**config.mk**
```make
export PLATFORM = sky130hd
export DESIGN_NAME = abst_front_flat
export DESIGN_NICKNAME = d
export VERILOG_FILES = /design/src/sv/abst_pkg.sv /design/src/sv/abst_if.sv /design/src/sv/abst_front.sv /design/src/flat_wrapper.sv
export SDC_FILE = /design/constraint.sdc
export NUM_CORES = 1
export LEC_CHECK = 0
export BUFFER_PORTS_ARGS = -buffer_cell sky130_fd_sc_hd__buf_2
export CAP_MARGIN = 10
export CORE_AREA = 2 2 99 101
export CTS_BUF_LIST = sky130_fd_sc_hd__clkbuf_8
export DETAILED_ROUTE_END_ITERATION = 6
export DIE_AREA = 0 0 101 103
export PLACE_DENSITY = 0.52
export SYNTH_ARGS = -nofsm -noshare
export SYNTH_HDL_FRONTEND = slang
export SYNTH_SLANG_ARGS = --single-unit
```
**constraint.sdc**
```tcl
create_clock -name i_clk -period 3.8 [get_ports i_clk]
set_clock_uncertainty 0.05 [all_clocks]
set_input_delay 0 -clock i_clk [delete_from_list [all_inputs] [get_ports i_clk]]
set_output_delay 0 -clock i_clk [all_outputs]
set_load 0.01 [all_outputs]
```
**src/sv/abst_pkg.sv**
```systemverilog
// shared constants, types and helpers for the array bst insert/search unit
package abst_pkg;

    localparam int LEVELS      = 10;
    localparam int KEY_BITS    = 32;
    localparam int IN_KEY_W    = 32;
    localparam int HEIGHT_W    = 4;
    localparam int SLOTS       = 1 << LEVELS;
    localparam int ADDR_W      = LEVELS;
    localparam int LVL_W       = $clog2(LEVELS + 1);
    localparam int QUEUE_DEPTH = 2;
    localparam int QPTR_W      = (QUEUE_DEPTH > 1) ? $clog2(QUEUE_DEPTH) : 1;
    localparam int QCNT_W      = $clog2(QUEUE_DEPTH + 1);

    typedef enum logic {
        CMD_INSERT = 1'b0,
        CMD_SEARCH = 1'b1
    } t_cmd;

    typedef logic [KEY_BITS-1:0] t_key;

    // classified item handed from the front queue to the walker
    typedef struct packed {
        t_cmd cmd;
        logic zero;
        t_key key;
    } t_q_item;

    // status the walker reports back to the front
    typedef struct packed {
        logic clearing;
    } t_back_status;

    // low KEY_BITS bits of the incoming key, sign extended first if wider
    function automatic t_key key_of(logic signed [IN_KEY_W-1:0] k);
        logic signed [KEY_BITS+IN_KEY_W-1:0] w;
        w = (KEY_BITS + IN_KEY_W)'(k);
        return w[KEY_BITS-1:0];
    endfunction

    // level count reported modulo 16
    function automatic logic [HEIGHT_W-1:0] to_height(logic [LVL_W-1:0] l);
        logic [LVL_W+HEIGHT_W-1:0] w;
        w = {{HEIGHT_W{1'b0}}, l};
        return w[HEIGHT_W-1:0];
    endfunction

endpackage

```
**src/sv/abst_if.sv**
```systemverilog
// valid/ready channel interfaces for items and results
interface abst_in_if
    import abst_pkg::*;
();
    logic                       valid;
    logic                       ready;
    logic                       command;
    logic signed [IN_KEY_W-1:0] key;

    modport source (output valid, output command, output key, input ready);
    modport sink   (input valid, input command, input key, output ready);
endinterface


```
**src/sv/abst_front.sv**
```systemverilog
// front end: accepts items, classifies them and queues them for the walker
module abst_front
    import abst_pkg::*;
(
    input  logic         i_clk,
    input  logic         i_rst_n,
    abst_in_if.sink      i_in,
    input  t_back_status i_status,
    output logic         o_q_valid,
    output t_q_item      o_q_item,
    input  logic         i_q_pop
);
    t_q_item           r_q [QUEUE_DEPTH];
    logic [QPTR_W-1:0] r_wr_ptr;
    logic [QPTR_W-1:0] r_rd_ptr;
    logic [QCNT_W-1:0] r_count;
    logic              push;
    logic              pop;
    t_q_item           n_item;

    assign i_in.ready = (r_count < QCNT_W'(QUEUE_DEPTH)) && !i_status.clearing;
    assign push       = i_in.valid && i_in.ready;
    assign pop        = i_q_pop && (r_count != '0);

    always_comb begin
        n_item.cmd  = t_cmd'(i_in.command);
        n_item.key  = key_of(i_in.key);
        n_item.zero = (n_item.key == '0);
    end

    always_ff @(posedge i_clk) begin
        if (!i_rst_n) begin
            r_wr_ptr <= '0;
            r_rd_ptr <= '0;
            r_count  <= '0;
        end else begin
            if (push) begin
                r_q[r_wr_ptr] <= n_item;
                r_wr_ptr <= (r_wr_ptr == QPTR_W'(QUEUE_DEPTH - 1)) ? '0 : r_wr_ptr + 1'b1;
            end
            if (pop) begin
                r_rd_ptr <= (r_rd_ptr == QPTR_W'(QUEUE_DEPTH - 1)) ? '0 : r_rd_ptr + 1'b1;
            end
            case ({push, pop})
                2'b10:   r_count <= r_count + 1'b1;
                2'b01:   r_count <= r_count - 1'b1;
                default: r_count <= r_count;
            endcase
        end
    end

    assign o_q_valid = (r_count != '0);
    assign o_q_item  = r_q[r_rd_ptr];
endmodule

```
**src/flat_wrapper.sv**
```systemverilog
// flat-port wrapper written by rule: the top's interface ports become plain ports
module abst_front_flat import abst_pkg::*;
  (i_clk, i_rst_n, i_status, o_q_valid, o_q_item, i_q_pop, i_in_valid, i_in_command, i_in_key, i_in_ready);
  abst_in_if i_in_i ();
  input  logic i_clk;
  input  logic i_rst_n;
  input  t_back_status i_status;
  output logic o_q_valid;
  output t_q_item o_q_item;
  input  logic i_q_pop;
  input wire logic [$bits(i_in_i.valid)-1:0] i_in_valid;
  input wire logic [$bits(i_in_i.command)-1:0] i_in_command;
  input wire logic [$bits(i_in_i.key)-1:0] i_in_key;
  output wire logic [$bits(i_in_i.ready)-1:0] i_in_ready;
  assign i_in_i.valid = i_in_valid;
  assign i_in_i.command = i_in_command;
  assign i_in_i.key = i_in_key;
  assign i_in_ready = i_in_i.ready;
  abst_front u_core (.i_clk(i_clk), .i_rst_n(i_rst_n), .i_in(i_in_i), .i_status(i_status), .o_q_valid(o_q_valid), .o_q_item(o_q_item), .i_q_pop(i_q_pop));
endmodule
```
* Yosys cells after proc, flatten, opt, wreduce, memory -nomap -nowiden
Memory sizes are Yosys's and may differ from the RTL's. A register that Yosys moved wholly into a read port is not among the register bits. Cells that the tools add are included.
Cells by class: multiplexer cells 8, $add $sub $neg 4, equality and inequality tests 2, $lt $le $gt $ge 1, reduce and logical (&&, ||, !) cells 7
Operator list (count):
- $logic_not 32->1 | 1
- $mux 1 | 7
- $pmux 2 s2 | 1
- $reduce_bool 2->1 | 2
- $logic_and 1x1->1 | 3
- $add 1x1->1 const B | 2
- $add 2x1->2 const B | 1
- $eq 2x1->1 const B | 1
- $eq 2x2->1 const B | 1
- $lt 2x2->1 const B | 1
- $sub 2x1->2 const B | 1
- $logic_not 1->1 | 1
Word-level totals: memories 1, memory bits (writable) 68, register bits 4, logic and storage cells 26, output and inout port bits 36, input bits 38
Memory list:
- u_core.r_q | words 2, bits a word 34, read ports 1, clocked after memory_dff 1, wr ports 1, RTL line abst_front.sv:13 | t_q_item r_q [QUEUE_DEPTH];

* Longest topological paths before layout
Gate-level depths: netlist (run 1).
word-level depth 6, gate-level depth with buffers 6, depth with buffers taken out 6

* Least setup slack after synthesis (run 1)
No wires, ideal clock.
path type register -> register, start point register u_core.r_count[1], end point memory u_core.r_q[0][0] in the netlist's numbering, enable pin, data required time 3.325 ns, stages on the path, launching flop included 4, arrival time 2.115 ns, path buffers 0, slack 1.210 ns, clock period less this slack 2.590 ns, setup time 0.425 ns, cells stage by stage dfxtp_1 > nor3b_2 > nand2_1 > nor2_1
On the way: longest elaborated chain between the ends 6
Ends and longest elaborated chain:
- start, declared | RTL line abst_front.sv:16 | logic [QCNT_W-1:0] r_count;
- start signal, assigned | RTL line abst_front.sv:45 | 2'b10: r_count <= r_count + 1'b1;
- start signal, assigned | RTL line abst_front.sv:46 | 2'b01: r_count <= r_count - 1'b1;
- start signal, assigned | RTL line abst_front.sv:47 | default: r_count <= r_count;
- $lt 2x2->1 | RTL line abst_front.sv:21 | assign i_in.ready = (r_count < QCNT_W'(QUEUE_DEPTH)) && !i_status.clearing;
- $logic_and 1x1->1 | RTL line abst_front.sv:21
- $logic_and 1x1->1 | RTL line abst_front.sv:22 | assign push = i_in.valid && i_in.ready;
- $mux 1 | RTL line abst_front.sv:37 | if (push) begin
- $mux 1 | RTL line abst_front.sv:32 | if (!i_rst_n) begin
- $mux 1 (not written as such) | RTL line abst_front.sv:38 | r_q[r_wr_ptr] <= n_item;
- end, declared | RTL line abst_front.sv:13
Every way passes these cells.

==> run_results.csv, run 1 <==
group,metric,value,unit
clock_tree,root_buffer,"clkbuf_8",
clock_tree,clock_latency,0.33,ns
worst_setup_path,r2r_start,"u_core.r_count[1]$_SDFFE_PN0P_",
clock_tree,postCtsSetupRepairBufs,0,
timing,worst_slack,1.63,ns
drt,firstDrtPassIters,4,
die,start_util,29.1,%
die,coreArea,9460,um^2
run,drv_cap,0,
drt,wire_per_inst,14.7,um
pwr,powerDensity,515,nW/um^2
hold_path,hold_depth,4,
placed_design,dp_cells,326,
global_route,gr-usage-all-layers,11.0,%
die,pin_count,74,
synth,syn_inst,142,
drt,wl,5530,um
pwr,swShare,25.6,%
finish,layout.nets,296,
global_route,grt_pass1_wl,8300,um
worst_setup_path,critPathMaxFanout,18,
clock_tree,cts.sinks,73,
timing,fin_crit_sh,57.2,%
placed_design,portBuffers,73,
die,fp.dieH,103,um
drt,via_per_inst,4.44,
die,chipWidth,101,um
timing,fin_tns_setup,0,ns
finish,area_growth,37.3,%
finish,final_common_cell,"buf_2",
synth,async_reset_ff_share,0,%
hold_path,hp-class,"input port to register",
finish,diodes,0,
clock_tree,postCtsResizedCells,0,
finish,post_route_cells_drive_above_1_share,46.9,%
clock_tree,ctsLongestPathBuffers,2,
synth,avgSynthCellArea,19.4,um^2
timing,whs,0.0277,ns
synth,synth-edff-count,68,
worst_setup_path,rr_endpoint,"u_core.r_q[0][27]$_DFFE_PP_",
synth,yosys_register_bits,73,
timing,tightestPinTransition,1.02,ns
drt,antenna_left,0,
timing,setup_violations,0,
timing,drv_slew,0,
die,core.rowCount,36,
pwr,p_leak,1.38,nW
finish,final_cell_mix,"buf_2 (73), edfxtp_1 (68), mux2_2 (34), dlygate4sd3_1 (34), clkbuf_8 (9)",
global_route,antenna_found_initial,0,
placed_design,gp_congestion,0.715,
placed_design,place_ws,1.76,ns
timing,min_period,2.17,ns
worst_setup_path,crit_path_end_kind,"output port",
worst_setup_path,required,3.75,ns
hold_path,min_to,"u_core.r_wr_ptr$_SDFFE_PN0P_",
clock_tree,cts.htree.levels,3,
worst_setup_path,critical_path_arrival,2.12,ns
synth,synth_ff_type,"edfxtp_1",
pwr,clkPwrFrac,28.8,%
global_route,grt_overflow,0,
synth,synth.cell_area,2750,um^2
worst_setup_path,path_cells,"buf_4 > mux2_2 > buf_2",
pwr,internal_power,1.45,mW
synth,synthesis.nets,181,
outcome,outcome,"finished clean",
clock_tree,cts_tree,"built",
synth,yosysWarnings,0,
drt,first_iter_violations,64,
hold_path,hp-start,"i_status",
synth,yosysSeqAreaShare,77.9,%
worst_setup_path,rrSetupSlack,1.81,ns
timing,relSlewSlack,31.7,%
finish,final_cells,376,
timing,hold_viol_final,0,
drt,drc_errors,0,
worst_setup_path,reg2regPathDepth,3,
worst_setup_path,cp-start-kind,"register",
finish,n_fill_cell,878,
worst_setup_path,criticalPathCategory,"register to output port",
global_route,grt_pass1_vias,1727,
die,die_area,10400,um^2
drt,vias,1668,
placed_design,dp_hpwl,3420,um
pwr,p_switching,499,uW
global_route,grt_max_degree,35,
pwr,combPwrFrac,21.4,%
pwr,ir_worst_vdd,0.140,mV
worst_setup_path,crit_slowest_cell,"dfxtp_1",
clock_tree,cts_made_buffers,9,
synth,synth_cell_type_count,21,
clock_tree,cts.reportedPaths.clkPinSlew,0.07,ns
timing,rsz0062_at_grt,"false",
worst_setup_path,cp_slowest_stage_delay,0.85,ns
pwr,seqPwrFrac,49.9,%
timing,timing.fmax,460,MHz
-- power by group through the flow --
stage          logic [mW]  clock network, mW  registers, mW
6_report            0.415              0.560          0.970
5_1_grt             0.457              0.613          0.977
4_1_cts             0.424              0.580          0.972
3_5_place_dp        0.395                  0          0.990
3_3_place_gp        0.393                  0          0.988
2_1_floorplan       0.270                  0          0.960
-- per-stage QoR --
stage / area [um^2] / utilization, % / power [mW]
after floorplan: 2750 / - / 1.23
after global placement: 3250 / 34.4 / 1.38
after detailed placement: 3250 / 34.4 / 1.38
after CTS: 3770 / 39.9 / 1.98
after global routing: 3770 / 39.9 / 2.05
final: 3770 / 39.9 / 1.94
-- logic make-up after synthesis --
family,synth area share (%)
fa+ha+maj,0.455
xor+xnor,1.27
compound gates,0.728
buf+inv,0.864
flops,77.9
mux,13.9
simple gates,4.87
-- cell usage after synthesis, drive strengths merged (2+ instances only) --
| cell type | n | share of area, % |
|---|---|---|
| edfxtp | 68 | 74 |
| mux2 | 34 | 14 |
| nor4 | 8 | 1.8 |
| dfxtp | 5 | 3.6 |
| buf | 4 | 0.73 |
| nor2 | 3 | 0.41 |
| xnor2 | 3 | 0.96 |
| and2 | 2 | 0.45 |
| nand4 | 2 | 0.45 |
| nor2b | 2 | 0.45 |
-- metal layers --
layer	vias up	share of wire [%]	GRT usage (%)
li1	789	-	-
met1	813	45	12.5
met2	53	49	18.5
met3	13	4.4	2.71
met4	0	2.4	7.07
met5	-	0	0
-- area by class of cell --
cell class	instances	area [um^2]	area share (%)
multi-input cells	64	593	15.7
inverters	1	3.75	0.0994
well taps	114	143	3.78
clock inverters	7	56.3	1.49
repair buffers	108	713	18.9
flip-flops and latches	73	2140	56.7
clock buffers	9	124	3.28
-- repair_timing --
item / CTS / global route
hold buffers: 34 / 0
endpoints found under the hold margin: 71 / 0
endpoints found under the setup margin: 0 / 0
-- registers in the layout, indices dropped and copies added, names as in the netlist, named ones only --
name and count:
u_core.r_wr_ptr 1, u_core.r_count 2, u_core.r_q 68, u_core.r_rd_ptr 1
-- critical path, delay by kind of cell, from the launching register on --
kind	cells	cell delay (ns)
flops	1	0.85
mux	1	0.39
buf+inv	2	0.54
-- worst max-delay path by stage --
stage / endpoint / slack [ns] / cells past startpoint
floorplan: u_core.r_q[0][0]$_DFFE_PP_ / 1.21 / 3
global placement: u_core.r_q[0][26]$_DFFE_PP_ / 1.78 / 3
detailed placement: u_core.r_q[0][16]$_DFFE_PP_ / 1.76 / 3
CTS: o_q_item[23] / 1.54 / 3
global route: o_q_item[28] / 1.50 / 3
finish: o_q_item[28] / 1.63 / 3
Note: power is estimated with default switching activity, not from simulation.
==> inputs of run 2 (changes only) <==
ABC_AREA = 1   (was unset)
CORE_AREA = 2 2 103 105   (was 2 2 99 101)
DIE_AREA = 0 0 105 107   (was 0 0 101 103)
PLACE_DENSITY = 0.51   (was 0.52)
clock period = 2.1 ns   (was 3.8 ns; I/O delays follow)
==> run 2 against run 1 <==
Net effect:
- total power increased by 84%
- routed wire length decreased by 2.1%
- clock power increased by 150%
- critical path depth unchanged
- global-route usage decreased by 0.86 points
- critical path type unchanged
- critical endpoint is now o_q_item[32]
==> run_results.csv, run 2 <==
group,metric,value,unit
die,chipWidth,105,um
synth,avgSynthCellArea,17.6,um^2
die,fp.dieH,107,um
die,die_area,11200,um^2
global_route,antenna_found_initial,0,
die,core.rowCount,37,
worst_setup_path,rrSetupSlack,0.55,ns
finish,area_growth,39.0,%
synth,syn_inst,168,
placed_design,gp_congestion,0.659,
synth,yosysSeqAreaShare,72.6,%
worst_setup_path,cp_slowest_stage_delay,0.40,ns
hold_path,min_to,"u_core.r_rd_ptr$_SDFFE_PN0P_",
finish,diodes,0,
timing,relSlewSlack,78.2,%
finish,post_route_cells_drive_above_1_share,44.6,%
timing,min_period,1.58,ns
worst_setup_path,path_delay_family,"buffers and inverters",
die,start_util,29.2,%
timing,worst_slack,0.525,ns
worst_setup_path,criticalPathCategory,"register to output port",
clock_tree,root_buffer,"clkbuf_8",
synth,yosysWarnings,0,
global_route,grt_overflow,0,
timing,rsz0062_at_grt,"false",
pwr,powerDensity,870,nW/um^2
synth,ys_top_cells_by_area,"edfxtp_1 (69%), mux2_4 (15%), nor2_1 (3.4%)",
global_route,grt_pass1_wl,8470,um
drt,via_per_inst,4.01,
worst_setup_path,crit_path_end_kind,"output port",
timing,setup_violations,0,
finish,seqCellArea,2140,um^2
drt,first_iter_violations,45,
worst_setup_path,critical_path_arrival,1.53,ns
synth,synth_ff_type,"edfxtp_1",
drt,drc_errors,0,
timing,fin_crit_sh,75.0,%
pwr,total_power,3.57,mW
finish,top_regs,"u_core.r_q (68), u_core.r_count (2)",
synth,yosys-top-cells-count,"edfxtp_1 (68), mux2_4 (30), nor2_1 (27), nand2_1 (15), dfxtp_1 (5)",
clock_tree,postCtsSetupRepairBufs,0,
synth,yosysMostFrequentCell,"edfxtp_1",
timing,fin_tns_setup,0,ns
finish,final_cell_mix,"buf_2 (73), edfxtp_1 (68), dlygate4sd3_1 (36)",
placed_design,portBuffers,73,
worst_setup_path,critPathMaxFanout,18,
synth,synth-edff-count,68,
pwr,ir_worst_vdd,0.350,mV
global_route,grt_pass1_vias,1786,
placed_design,dp_cells,378,
worst_setup_path,rr_endpoint,"u_core.r_count[1]$_SDFFE_PN0P_",
hold_path,hold_depth,4,
synth,async_reset_ff_share,0,%
placed_design,dp_hpwl,3610,um
timing,hold_viol_final,0,
worst_setup_path,r2r_start,"u_core.r_count[1]$_SDFFE_PN0P_",
clock_tree,cts_made_buffers,9,
worst_setup_path,cp_num_buf_inv,2,
finish,n_fill_cell,1000,
worst_setup_path,reg2regPathDepth,6,
synth,yosys.area.top_type_share,69.2,%
pwr,p_leak,1.59,nW
timing,drv_slew,0,
timing,timing.fmax,635,MHz
clock_tree,cts.reportedPaths.clkPinSlew,0.07,ns
hold_path,hp-start,"i_q_pop",
die,coreArea,10100,um^2
drt,antenna_left,0,
run,drv_cap,0,
drt,firstDrtPassIters,4,
clock_tree,clock_latency,0.34,ns
timing,whs,0.0360,ns
clock_tree,ctsLongestPathBuffers,2,
drt,wl,5410,um
drt,wire_per_inst,12.6,um
drt,vias,1725,
worst_setup_path,cp-start-kind,"register",
placed_design,dpl_cell_area,3480,um^2
worst_setup_path,crit_slowest_cell,"mux2_2",
hold_path,hp-class,"input port to register",
synth,yosys.area.top_type,"edfxtp_1",
finish,post-route-util,40.6,%
global_route,gr-usage-all-layers,10.1,%
finish,final_common_cell,"buf_2",
synth,yosys_register_bits,73,
finish,layout.nets,328,
synth,synthesis.nets,207,
worst_setup_path,path_cells,"buf_4 > mux2_2 > buf_2",
outcome,outcome,"finished clean",
placed_design,place_ws,0.558,ns
finish,largest_reg_flops,68,
clock_tree,cts.htree.levels,3,
timing,tightestPinTransition,0.327,ns
finish,final_area,4100,um^2
synth,synth_cell_type_count,16,
finish,final_cells,430,
finish,regMostFlops,"u_core.r_q",
synth,synth.cell_area,2950,um^2
finish,multi_input_area,744,um^2
die,pin_count,74,
clock_tree,cts.sinks,73,
worst_setup_path,required,2.05,ns
global_route,grt_max_degree,35,
clock_tree,cts_tree,"built",
==> run 2: cell count changes in the layout (fill, tap and decap cells not counted), sizes merged, moves of 3 or more <==
cell,change
nor4,-8
buf,+4
nand2,+14
nor2,+24
bufinv,+3
a21oi,+4
xnor2,-3
==> run 2: area by class of cell <==
type,count,area share (%)
Tap cell,136,4.15
Inverter,3,0.275
Multi-Input combinational cell,88,18.2
Clock buffer,9,3.02
Timing Repair Buffer,114,18.9
Clock inverter,7,3.23
Sequential cell,73,52.3
==> run 2: cells by family (layout without fill, tap and decap cells) <==
family          count (synthesis)  in the layout  share of synthesized area, %
compound gates                  6              6                          1.10
fa+ha+maj                       1              1                         0.424
buf+inv                         7            133                          2.80
flops                          73             73                          72.6
mux                            34             34                          16.8
simple gates                   47             47                          6.28
==> run 2: power by group <==
group	internal (mW)	total [mW]	switching, mW	leakage (nW)
Sequential	1.64	1.66	0.0186	0.659
Clock	0.899	1.39	0.489	0.128
Combinational	0.284	0.521	0.237	0.801
Total	2.82	3.57	0.745	1.59
==> run 2: worst max-delay path by stage <==
stage / from / to / slack (ns) / depth (start not counted)
finish: register / o_q_item[32] / 0.52 / 3
global route: u_core.r_count[1]$_SDFFE_PN0P_ / u_core.r_count[1]$_SDFFE_PN0P_ / 0.42 / 6
CTS: register / o_q_item[32] / 0.48 / 3
detailed placement: u_core.r_count[1]$_SDFFE_PN0P_ / u_core.r_count[1]$_SDFFE_PN0P_ / 0.56 / 6
global placement: u_core.r_count[1]$_SDFFE_PN0P_ / u_core.r_count[1]$_SDFFE_PN0P_ / 0.61 / 6
floorplan: u_core.r_count[1]$_SDFFE_PN0P_ / u_core.r_q[0][0]$_DFFE_PP_ / 0.01 / 3
==> run 2: worst reg2reg max path: stages, from the launching register on <==
cell and delay, ns:
dfxtp_1 0.35, nor2_1 0.18, nand2_1 0.15, ha_1 0.22, or2_2 0.28, a21oi_1 0.15
nor2_1 0.06
==> run 2: repair_timing <==
action,4_1_cts,5_1_grt
gates resized for setup,0,0
endpoints found under the hold margin,71,0
hold buffers,36,0
==> run 2: layer usage <==
layer | up-vias | share of wire (%) | GRT usage [%]
met5 | - | 0 | 0
met4 | 0 | 1.5 | 5.14
met3 | 9 | 5.2 | 3.59
met2 | 44 | 51 | 17.0
met1 | 811 | 43 | 11.4
li1 | 861 | - | -
